### src/design/tns_pkg.sv
// shared types, constants and arithmetic helpers of the tns all-pole filter
`default_nettype none

package tns_pkg;

  localparam int CoefTaps     = 20;
  localparam int NumCoefWords = 5;
  localparam int CoefFlatW    = NumCoefWords * 64;

  typedef enum logic [2:0] {
    REG_FILTER_ORDER   = 3'd0,
    REG_STATE_SHIFT    = 3'd1,
    REG_HEADROOM_SHIFT = 3'd2,
    REG_COEF_A         = 3'd3,
    REG_COEF_B         = 3'd4,
    REG_COEF_C         = 3'd5,
    REG_COEF_D         = 3'd6,
    REG_COEF_E         = 3'd7
  } reg_index_t;

  typedef struct packed {
    logic clr;
    logic shift;
  } cell_ctl_t;

  typedef struct packed {
    logic load;
    logic tap_valid;
  } mac_ctl_t;

  function automatic logic signed [31:0] sat32(input logic signed [63:0] v);
    logic signed [31:0] r;
    if (v > 64'sd2147483647) begin
      r = 32'sh7fffffff;
    end else if (v < -64'sd2147483648) begin
      r = 32'sh80000000;
    end else begin
      r = v[31:0];
    end
    return r;
  endfunction

  // taps packed four to a word, tap one in the lowest 16 bits
  function automatic logic signed [15:0] coef_of(input logic [CoefFlatW-1:0] flat,
                                                 input logic [4:0] idx);
    logic signed [15:0] c;
    if (idx >= 5'(CoefTaps)) begin
      c = '0;
    end else begin
      c = flat[{idx, 4'b0000} +: 16];
    end
    return c;
  endfunction

  // positive amount saturates left, negative shifts right arithmetically
  function automatic logic signed [31:0] dir_shift(input logic signed [31:0] y,
                                                   input logic signed [5:0] s);
    logic [5:0]         neg;
    logic [4:0]         amt;
    logic signed [63:0] wide;
    logic signed [31:0] r;
    neg  = 6'(-s);
    wide = 64'(y);
    if (s[5]) begin
      amt = neg[5] ? 5'd31 : neg[4:0];
      r   = y >>> amt;
    end else begin
      amt  = s[4:0];
      wide = wide <<< amt;
      r    = sat32(wide);
    end
    return r;
  endfunction

endpackage

`default_nettype wire

### src/design/tns_cell.sv
// one delay line cell: holds one stored sample, takes its neighbor's on shift
`default_nettype none

module tns_cell
  import tns_pkg::*;
(
  input  wire logic              clk,
  input  wire logic              rst,
  input  wire cell_ctl_t         ctl,
  input  wire logic signed [31:0] d_in,
  output logic signed [31:0]     d_out
);

  always_ff @(posedge clk) begin
    if (rst || ctl.clr) begin
      d_out <= '0;
    end else if (ctl.shift) begin
      d_out <= d_in;
    end
  end

endmodule

`default_nettype wire

### src/design/tns_tap_mac.sv
// shared tap unit: registered q15 product, then saturating subtract into y
`default_nettype none

module tns_tap_mac
  import tns_pkg::*;
(
  input  wire logic               clk,
  input  wire logic               rst,
  input  wire mac_ctl_t           ctl,
  input  wire logic signed [31:0] y_init,
  input  wire logic signed [31:0] tap,
  input  wire logic signed [15:0] coef,
  output logic signed [31:0]      y
);

  logic signed [47:0] prod;
  logic               special;
  logic               prod_valid;
  logic signed [31:0] p;
  logic signed [63:0] diff;

  always_ff @(posedge clk) begin
    if (rst) begin
      prod_valid <= 1'b0;
    end else begin
      prod_valid <= ctl.tap_valid;
    end
  end

  always_ff @(posedge clk) begin
    prod    <= 48'(tap) * 48'(coef);
    // most negative sample times most negative coef overflows the doubling
    special <= (tap == 32'sh80000000) && (coef == 16'sh8000);
  end

  always_comb begin
    p    = special ? 32'sh7fffffff : $signed({prod[46:16], 1'b0});
    diff = 64'(y) - 64'(p);
  end

  always_ff @(posedge clk) begin
    if (ctl.load) begin
      y <= y_init;
    end else if (prod_valid) begin
      y <= sat32(diff);
    end
  end

endmodule

`default_nettype wire

### src/design/tns_all_pole_filter.sv
// top level of the tns all-pole filter: config registers, sequencer, cell chain
`default_nettype none

// Temporal noise shaping all-pole filter. Each sample is shifted left by
// headroom_shift (wrapping), then filter_order taps (at most 20 and at most
// MAX_TAPS) are subtracted with saturation, highest tap first; the result goes
// back into the delay line through the state shift and leaves shifted right by
// headroom_shift. The delay line is a ring of MAX_TAPS cells that turns once per
// sample, presenting one stored value a cycle to a single shared
// multiply-subtract unit; every sample runs a full turn whatever the order,
// then a drain state and a final state that waits for the output register
// to free up. A set tuser bit starts a new block and clears the delay line in
// the cycle the sample is taken. Configuration is to be written only while
// no sample is in flight: a rule for the user that the block does not enforce.
module tns_all_pole_filter
  import tns_pkg::*;
#(
  parameter int MAX_TAPS = 20
) (
  input  wire logic        clk,
  input  wire logic        rst,
  // input samples
  input  wire logic        s_tvalid,
  output logic             s_tready,
  input  wire logic [31:0] s_tdata,   // [31:0] sample
  input  wire logic        s_tuser,   // [0] block_start
  // filtered samples
  output logic             m_tvalid,
  input  wire logic        m_tready,
  output logic [31:0]      m_tdata,   // [31:0] filtered_sample
  // register writes
  input  wire logic        cfg_valid,
  output logic             cfg_ready,
  input  wire logic [2:0]  cfg_index,
  input  wire logic [63:0] cfg_data
);

  localparam int KW = (MAX_TAPS > 1) ? $clog2(MAX_TAPS) : 1;
  localparam logic [KW-1:0] KLast = KW'(MAX_TAPS - 1);
  localparam logic [5:0] MaxTapsW = 6'(MAX_TAPS);
  localparam int OrdLimit = (MAX_TAPS < CoefTaps) ? MAX_TAPS : CoefTaps;

  typedef enum logic [1:0] {ST_IDLE, ST_RUN, ST_DRAIN, ST_FIN} state_t;

  state_t             state;
  logic [KW-1:0]      k;
  logic [4:0]         filter_order;
  logic signed [5:0]  state_shift;
  logic [4:0]         headroom_shift;
  logic [63:0]        coef_word [NumCoefWords];
  logic [CoefFlatW-1:0] coef_flat;

  logic [4:0]         ord;
  logic [5:0]         j;
  logic [5:0]         j_m1;
  logic               tap_active;
  logic               lookahead;
  logic               s_acc;
  logic               fin_write;
  logic signed [31:0] cell_q [MAX_TAPS];
  logic signed [31:0] feed;
  logic signed [31:0] cell0_in;
  logic signed [31:0] y_init;
  logic signed [31:0] y;
  logic signed [15:0] coef;
  cell_ctl_t          ctl_first;
  cell_ctl_t          ctl_rest;
  mac_ctl_t           mac_ctl;

  // configuration registers
  assign cfg_ready = 1'b1;

  always_ff @(posedge clk) begin
    if (rst) begin
      filter_order   <= '0;
      state_shift    <= '0;
      headroom_shift <= '0;
      for (int i = 0; i < NumCoefWords; i++) begin
        coef_word[i] <= '0;
      end
    end else if (cfg_valid) begin
      case (reg_index_t'(cfg_index))
        REG_FILTER_ORDER:   filter_order   <= cfg_data[4:0];
        REG_STATE_SHIFT:    state_shift    <= cfg_data[5:0];
        REG_HEADROOM_SHIFT: headroom_shift <= cfg_data[4:0];
        REG_COEF_A:         coef_word[0]   <= cfg_data;
        REG_COEF_B:         coef_word[1]   <= cfg_data;
        REG_COEF_C:         coef_word[2]   <= cfg_data;
        REG_COEF_D:         coef_word[3]   <= cfg_data;
        REG_COEF_E:         coef_word[4]   <= cfg_data;
        default:            filter_order   <= filter_order;
      endcase
    end
  end

  always_comb begin
    coef_flat = {coef_word[4], coef_word[3], coef_word[2], coef_word[1], coef_word[0]};
    ord = (filter_order > 5'(OrdLimit)) ? 5'(OrdLimit) : filter_order;
    // the top cell holds tap j's history value at step k
    j    = MaxTapsW - 6'(k);
    j_m1 = j - 6'd1;
    tap_active = (state == ST_RUN) && (j <= {1'b0, ord});
    // cells one to ord take their lower neighbor, so feed one step ahead
    lookahead = (j <= ({1'b0, ord} + 6'd1)) && (k != KLast);
    coef   = coef_of(coef_flat, j_m1[4:0]);
    s_acc  = s_tvalid && s_tready;
    y_init = $signed(s_tdata << headroom_shift);
    fin_write = (state == ST_FIN) && (!m_tvalid || m_tready);
  end

  assign s_tready = (state == ST_IDLE);

  // sequencer and output register
  always_ff @(posedge clk) begin
    if (rst) begin
      state    <= ST_IDLE;
      k        <= '0;
      m_tvalid <= 1'b0;
    end else begin
      if (m_tvalid && m_tready && !fin_write) begin
        m_tvalid <= 1'b0;
      end
      case (state)
        ST_IDLE: begin
          if (s_acc) begin
            k     <= '0;
            state <= ST_RUN;
          end
        end
        ST_RUN: begin
          k <= k + KW'(1);
          if (k == KLast) begin
            state <= ST_DRAIN;
          end
        end
        ST_DRAIN: begin
          state <= ST_FIN;
        end
        ST_FIN: begin
          if (fin_write) begin
            m_tvalid <= 1'b1;
            m_tdata  <= y >>> headroom_shift;
            state    <= ST_IDLE;
          end
        end
        default: begin
          state <= ST_IDLE;
        end
      endcase
    end
  end

  // ring of delay cells
  generate
    if (MAX_TAPS > 1) begin : g_feed
      assign feed = lookahead ? cell_q[MAX_TAPS-2] : cell_q[MAX_TAPS-1];
    end else begin : g_feed_single
      assign feed = cell_q[MAX_TAPS-1];
    end
  endgenerate

  always_comb begin
    cell0_in        = (state == ST_FIN) ? dir_shift(y, state_shift) : feed;
    ctl_rest.clr    = s_acc && s_tuser;
    ctl_rest.shift  = (state == ST_RUN);
    ctl_first.clr   = ctl_rest.clr;
    ctl_first.shift = (state == ST_RUN) || fin_write;
    mac_ctl.load      = s_acc;
    mac_ctl.tap_valid = tap_active;
  end

  generate
    for (genvar i = 0; i < MAX_TAPS; i++) begin : g_cells
      if (i == 0) begin : g_first
        tns_cell u_cell (
          .clk   (clk),
          .rst   (rst),
          .ctl   (ctl_first),
          .d_in  (cell0_in),
          .d_out (cell_q[i])
        );
      end else begin : g_rest
        tns_cell u_cell (
          .clk   (clk),
          .rst   (rst),
          .ctl   (ctl_rest),
          .d_in  (cell_q[i-1]),
          .d_out (cell_q[i])
        );
      end
    end
  endgenerate

  tns_tap_mac u_mac (
    .clk    (clk),
    .rst    (rst),
    .ctl    (mac_ctl),
    .y_init (y_init),
    .tap    (cell_q[MAX_TAPS-1]),
    .coef   (coef),
    .y      (y)
  );

  // an accepted transaction starts a fresh turn of the ring
  a_start_turn: assert property (@(posedge clk) disable iff (rst)
    s_acc |=> (state == ST_RUN) && (k == '0))
    else $error("accepted sample did not start at step zero");

  // a result appears only from the final state of a turn
  a_result_from_fin: assert property (@(posedge clk) disable iff (rst)
    $rose(m_tvalid) |-> ($past(state) == ST_FIN))
    else $error("result raised outside the final state");

  // no tap is used beyond the clamped order
  a_order_clamp: assert property (@(posedge clk) disable iff (rst)
    tap_active |-> (j != 6'd0) && (j <= 6'(OrdLimit)))
    else $error("tap beyond clamped order was used");

endmodule

`default_nettype wire
### config.mk
export PLATFORM = sky130hd
export DESIGN_NAME = tns_all_pole_filter
export DESIGN_NICKNAME = d
export VERILOG_FILES = /design/src/design/tns_pkg.sv /design/src/design/tns_cell.sv /design/src/design/tns_tap_mac.sv /design/src/design/tns_all_pole_filter.sv
export SDC_FILE = /design/constraint.sdc
export NUM_CORES = 2
export LEC_CHECK = 0
export ABC_AREA = 1
export BUFFER_PORTS_ARGS = -buffer_cell sky130_fd_sc_hd__buf_2
export CORE_ASPECT_RATIO = 0.6
export CORE_MARGIN = 4
export CORE_UTILIZATION = 40
export DETAILED_ROUTE_END_ITERATION = 12
export PLACE_DENSITY_LB_ADDON = 0.15
export SETUP_SLACK_MARGIN = 0.15
export SYNTH_ARGS = -nofsm -noshare
export SYNTH_HDL_FRONTEND = slang
export SYNTH_SLANG_ARGS = --single-unit
### constraint.sdc
create_clock -name clk -period 15.9 [get_ports clk]
set_input_delay 0.795 -clock clk [delete_from_list [all_inputs] [get_ports clk]]
set_output_delay 0.795 -clock clk [all_outputs]
set_load 0.02 [all_outputs]
==> flow_summary.json <==
{
  "result_of_the_run": "completed",
  "netlist-cell-type-count": 63,
  "preCtsSetupSlack_ps": 5840,
  "final_number_of_hold_violating_endpoints": 0,
  "timing.rr.end": "u_mac.prod[46]$_DFF_P_",
  "synthSimpleGateAreaFrac_pct": 21.9,
  "vias": 56300,
  "post-synth-top-area-cell": "dfxtp_1",
  "max-clock-path-buffers": 3,
  "synth.mux.area_fraction_pct": 0.497,
  "area_growth_syn_to_layout_pct": 8.37,
  "timing.max_cap.violations": 0,
  "post_route_cells_drive_above_1_share_pct": 5.41,
  "fmax_mhz": 99.6,
  "arrival_ps": 10660,
  "initial_utilization_pct": 40.4,
  "cts.sinks": 1081,
  "rsz0062_at_grt": "no",
  "synthesis.area_um2": 66500,
  "setup_total_negative_slack_ps": 0,
  "grt_first_pass_wirelength_um": 348000,
  "detail_route.iter0.violations": 6756,
  "worst_skew_pair.late_latency_ps": 720,
  "setup.worst_path.class": "flip-flop to flip-flop",
  "worst-slew-pin-transition_ps": 1290,
  "viasPerCell": 5.34,
  "ys_top_cells_by_area": "dfxtp_1 21%, edfxtp_1 17%, fa_1 14%, nand2_1 13%, a21oi_1 6.1%",
  "ys_seq_area_share_pct": 38.3,
  "postSynth.topFlopCell": "dfxtp_1",
  "crit_fanout": 30,
  "grt_resource_usage_total_pct": 26.2,
  "worst_setup_hold_path_clk_slew_ps": 70,
  "cts_setup_buffers": 0,
  "instances_no_fill": 10600,
  "synthesis.area_per_instance_um2": 7.88,
  "crit_path_start": "k[0]$_SDFFE_PP0P_",
  "number_of_antenna_violations_at_the_first_check_in_global_routing": 7,
  "most_frequent_standard_cell_in_the_layout_excluding_fill_and_tap_cells": "nand2_1",
  "ios": 140,
  "largest_family_of_logic_cells_by_synthesized_area": "simple AND/OR/NAND/NOR gates",
  "clock_tree.root_cell": "clkbuf_16",
  "synth-async-reset-ratio_pct": 0,
  "route.antenna.remaining_nets": 0,
  "synthAdderAreaFrac_pct": 17.5,
  "setup_violations": 0,
  "grt_overflow": 0,
  "fp.dieW_um": 534,
  "synth_largest_type_area_fraction_pct": 21.0,
  "cts_buffers": 101,
  "first_pass_iters": 6,
  "final_cell_area_um2": 72000,
  "rrSetupSlack_ps": 5860,
  "nFillCells": 16700,
  "period_share_pct": 63.1,
  "numPortBuffers": 138,
  "drc": 0,
  "first_global_vias": 53300,
  "crit_slowest_cell": "fa_1",
  "vdd.ir_drop.worst_uv": 158,
  "worst_path_largest_cell_delay_ps": 850,
  "cp_data_required_time_ps": 16520,
  "synth_cells": 8432,
  "num_rows": 115,
  "fin_worst_skew_ps": 62.0,
  "r2r.worst_path.cells": 34,
  "hold_path_class": "flip-flop to flip-flop",
  "pin_count_of_the_biggest_net_entering_global_routing": 227,
  "commonest_cells_after_routing_fill_and_taps_aside": "2,364 x nand2_1, 910 x inv_1, 815 x a21oi_1",
  "ys.warnings.count": 0,
  "postLayoutSetupSlackWorst_ps": 5860,
  "dieArea_um2": 173000,
  "ctsResizeCount": 0,
  "hold_buffers": 0,
  "power.density_cell_area_nw_per_um2": 170,
  "synth_enable_flop_cells": 384,
  "detailed_place.area_um2": 68500,
  "nets": 8987,
  "post-dp-hpwl_um": 168000,
  "synth_compound_area_share_pct": 12.3,
  "globalplace.congestion": 0.955,
  "power.leakage_nw": 29.3,
  "finalMaxSlewViolations": 0,
  "die_h_um": 324,
  "crit_end": "u_mac.prod[46]$_DFF_P_",
  "crit_top_cell": "nand2_1",
  "core_area_um2": 164000,
  "dpl.cell_count": 10400,
  "ys_ff_latch": 1081,
  "timing.final.crit_period_ps": 10040,
  "slew_headroom_pct": 14.2,
  "critical_path.endpoint_type": "flip-flop",
  "crit_path_start_kind": "flip-flop",
  "clock_tree.htree_level_count": 3,
  "synthXorXnorAreaFrac_pct": 0.883,
  "finalWirelength_um": 231000,
  "clock_tree_from_tritoncts": "built",
  "routed_wire_length_per_instance_um": 21.9,
  "reg_to_reg_start": "k[0]$_SDFFE_PP0P_"
}
## report_power, final
part,switching (mW),internal (mW),leakage [nW]
clock,1.15,1.43,1.72
sequential,0.233,3.16,9.30
combinational,4.66,1.59,18.3
## area by class of cell
| class | instances | area [um^2] | area share [%] |
|---|---|---|---|
| Antenna cell | 2 | 5.00 | 0.00695 |
| Clock buffer | 131 | 2790 | 3.88 |
| Clock inverter | 61 | 719 | 0.999 |
| Inverter | 933 | 3520 | 4.88 |
| Multi-Input combinational cell | 5907 | 35400 | 49.2 |
| Sequential cell | 1081 | 25500 | 35.4 |
| Tap cell | 2223 | 2780 | 3.86 |
| Timing Repair Buffer | 217 | 1310 | 1.82 |
## critical path: cells and delay by family (launching register included)
kind | cells | cell delay, ps
compound gates | 4 | 1140
flops | 1 | 630
fa+ha+maj | 8 | 4220
buf+inv | 10 | 1900
simple gates | 12 | 2030
## layer usage
layer | wire, um | GRT usage, % | vias up
met4 | 4600 | 5.31 | 0
met2 | 85900 | 33.9 | 2209
met3 | 23600 | 7.12 | 221
met5 | 0 | 0 | -
li1 | - | - | 26700
met1 | 117000 | 42.5 | 27200
## metrics by stage
stage	total power, mW	utilization, %	hold WS, ps
2_1_floorplan	7.26	-	436
3_3_place_gp	9.58	41.7	449
3_5_place_dp	9.57	41.7	452
4_1_cts	12.2	43.8	380
5_1_grt	12.9	43.8	428
6_report	12.2	43.8	432
## registers in the layout, indices dropped and copies added, names as in the netlist, 2 cells and up
| name | flops |
|---|---|
| coef_word | 320 |
| state_shift | 6 |
| filter_order | 5 |
| g_cells.g_first.u_cell.d_out | 32 |
| headroom_shift | 5 |
| g_cells.g_rest.u_cell.d_out | 608 |
| state | 2 |
| k | 5 |
| u_mac.y | 32 |
| u_mac.prod | 31 |
| m_tdata | 32 |
## worst min path at each step
stage                                                      from                                                to  slack [ps]  depth (start not counted)
2_1_floorplan  g_cells[13].g_rest.u_cell.d_out[12]$_SDFFE_PP0P_  g_cells[14].g_rest.u_cell.d_out[12]$_SDFFE_PP0P_         440                          2
3_3_place_gp   g_cells[15].g_rest.u_cell.d_out[16]$_SDFFE_PP0P_  g_cells[15].g_rest.u_cell.d_out[16]$_SDFFE_PP0P_         450                          2
3_5_place_dp    g_cells[5].g_rest.u_cell.d_out[11]$_SDFFE_PP0P_   g_cells[5].g_rest.u_cell.d_out[11]$_SDFFE_PP0P_         450                          2
4_1_cts                                             cfg_data[5]                       state_shift[5]$_SDFFE_PP0P_         380                          3
5_1_grt                                            cfg_data[45]                        coef_word[0][45]$_DFFE_PP_         430                          3
6_report       g_cells[15].g_rest.u_cell.d_out[22]$_SDFFE_PP0P_  g_cells[16].g_rest.u_cell.d_out[22]$_SDFFE_PP0P_         430                          2
## synth_stat cells, drive strengths merged (148+ instances only)
| master | instances |
|---|---|
| clkbuf | 364 |
| fa | 480 |
| nand2 | 2385 |
| buf | 148 |
| edfxtp | 384 |
| ha | 161 |
| inv | 923 |
| a21oi | 817 |
| nand3 | 456 |
| dfxtp | 697 |
| nor2 | 699 |
| o21ai | 464 |
## kinds of logic after synthesis
group | Yosys count
buf+inv | 1445
simple gates | 3638
other cells | 1
mux | 33
xor+xnor | 67
compound gates | 1526
fa+ha+maj | 641
flops | 1081
(Power assumes the default switching activity.)
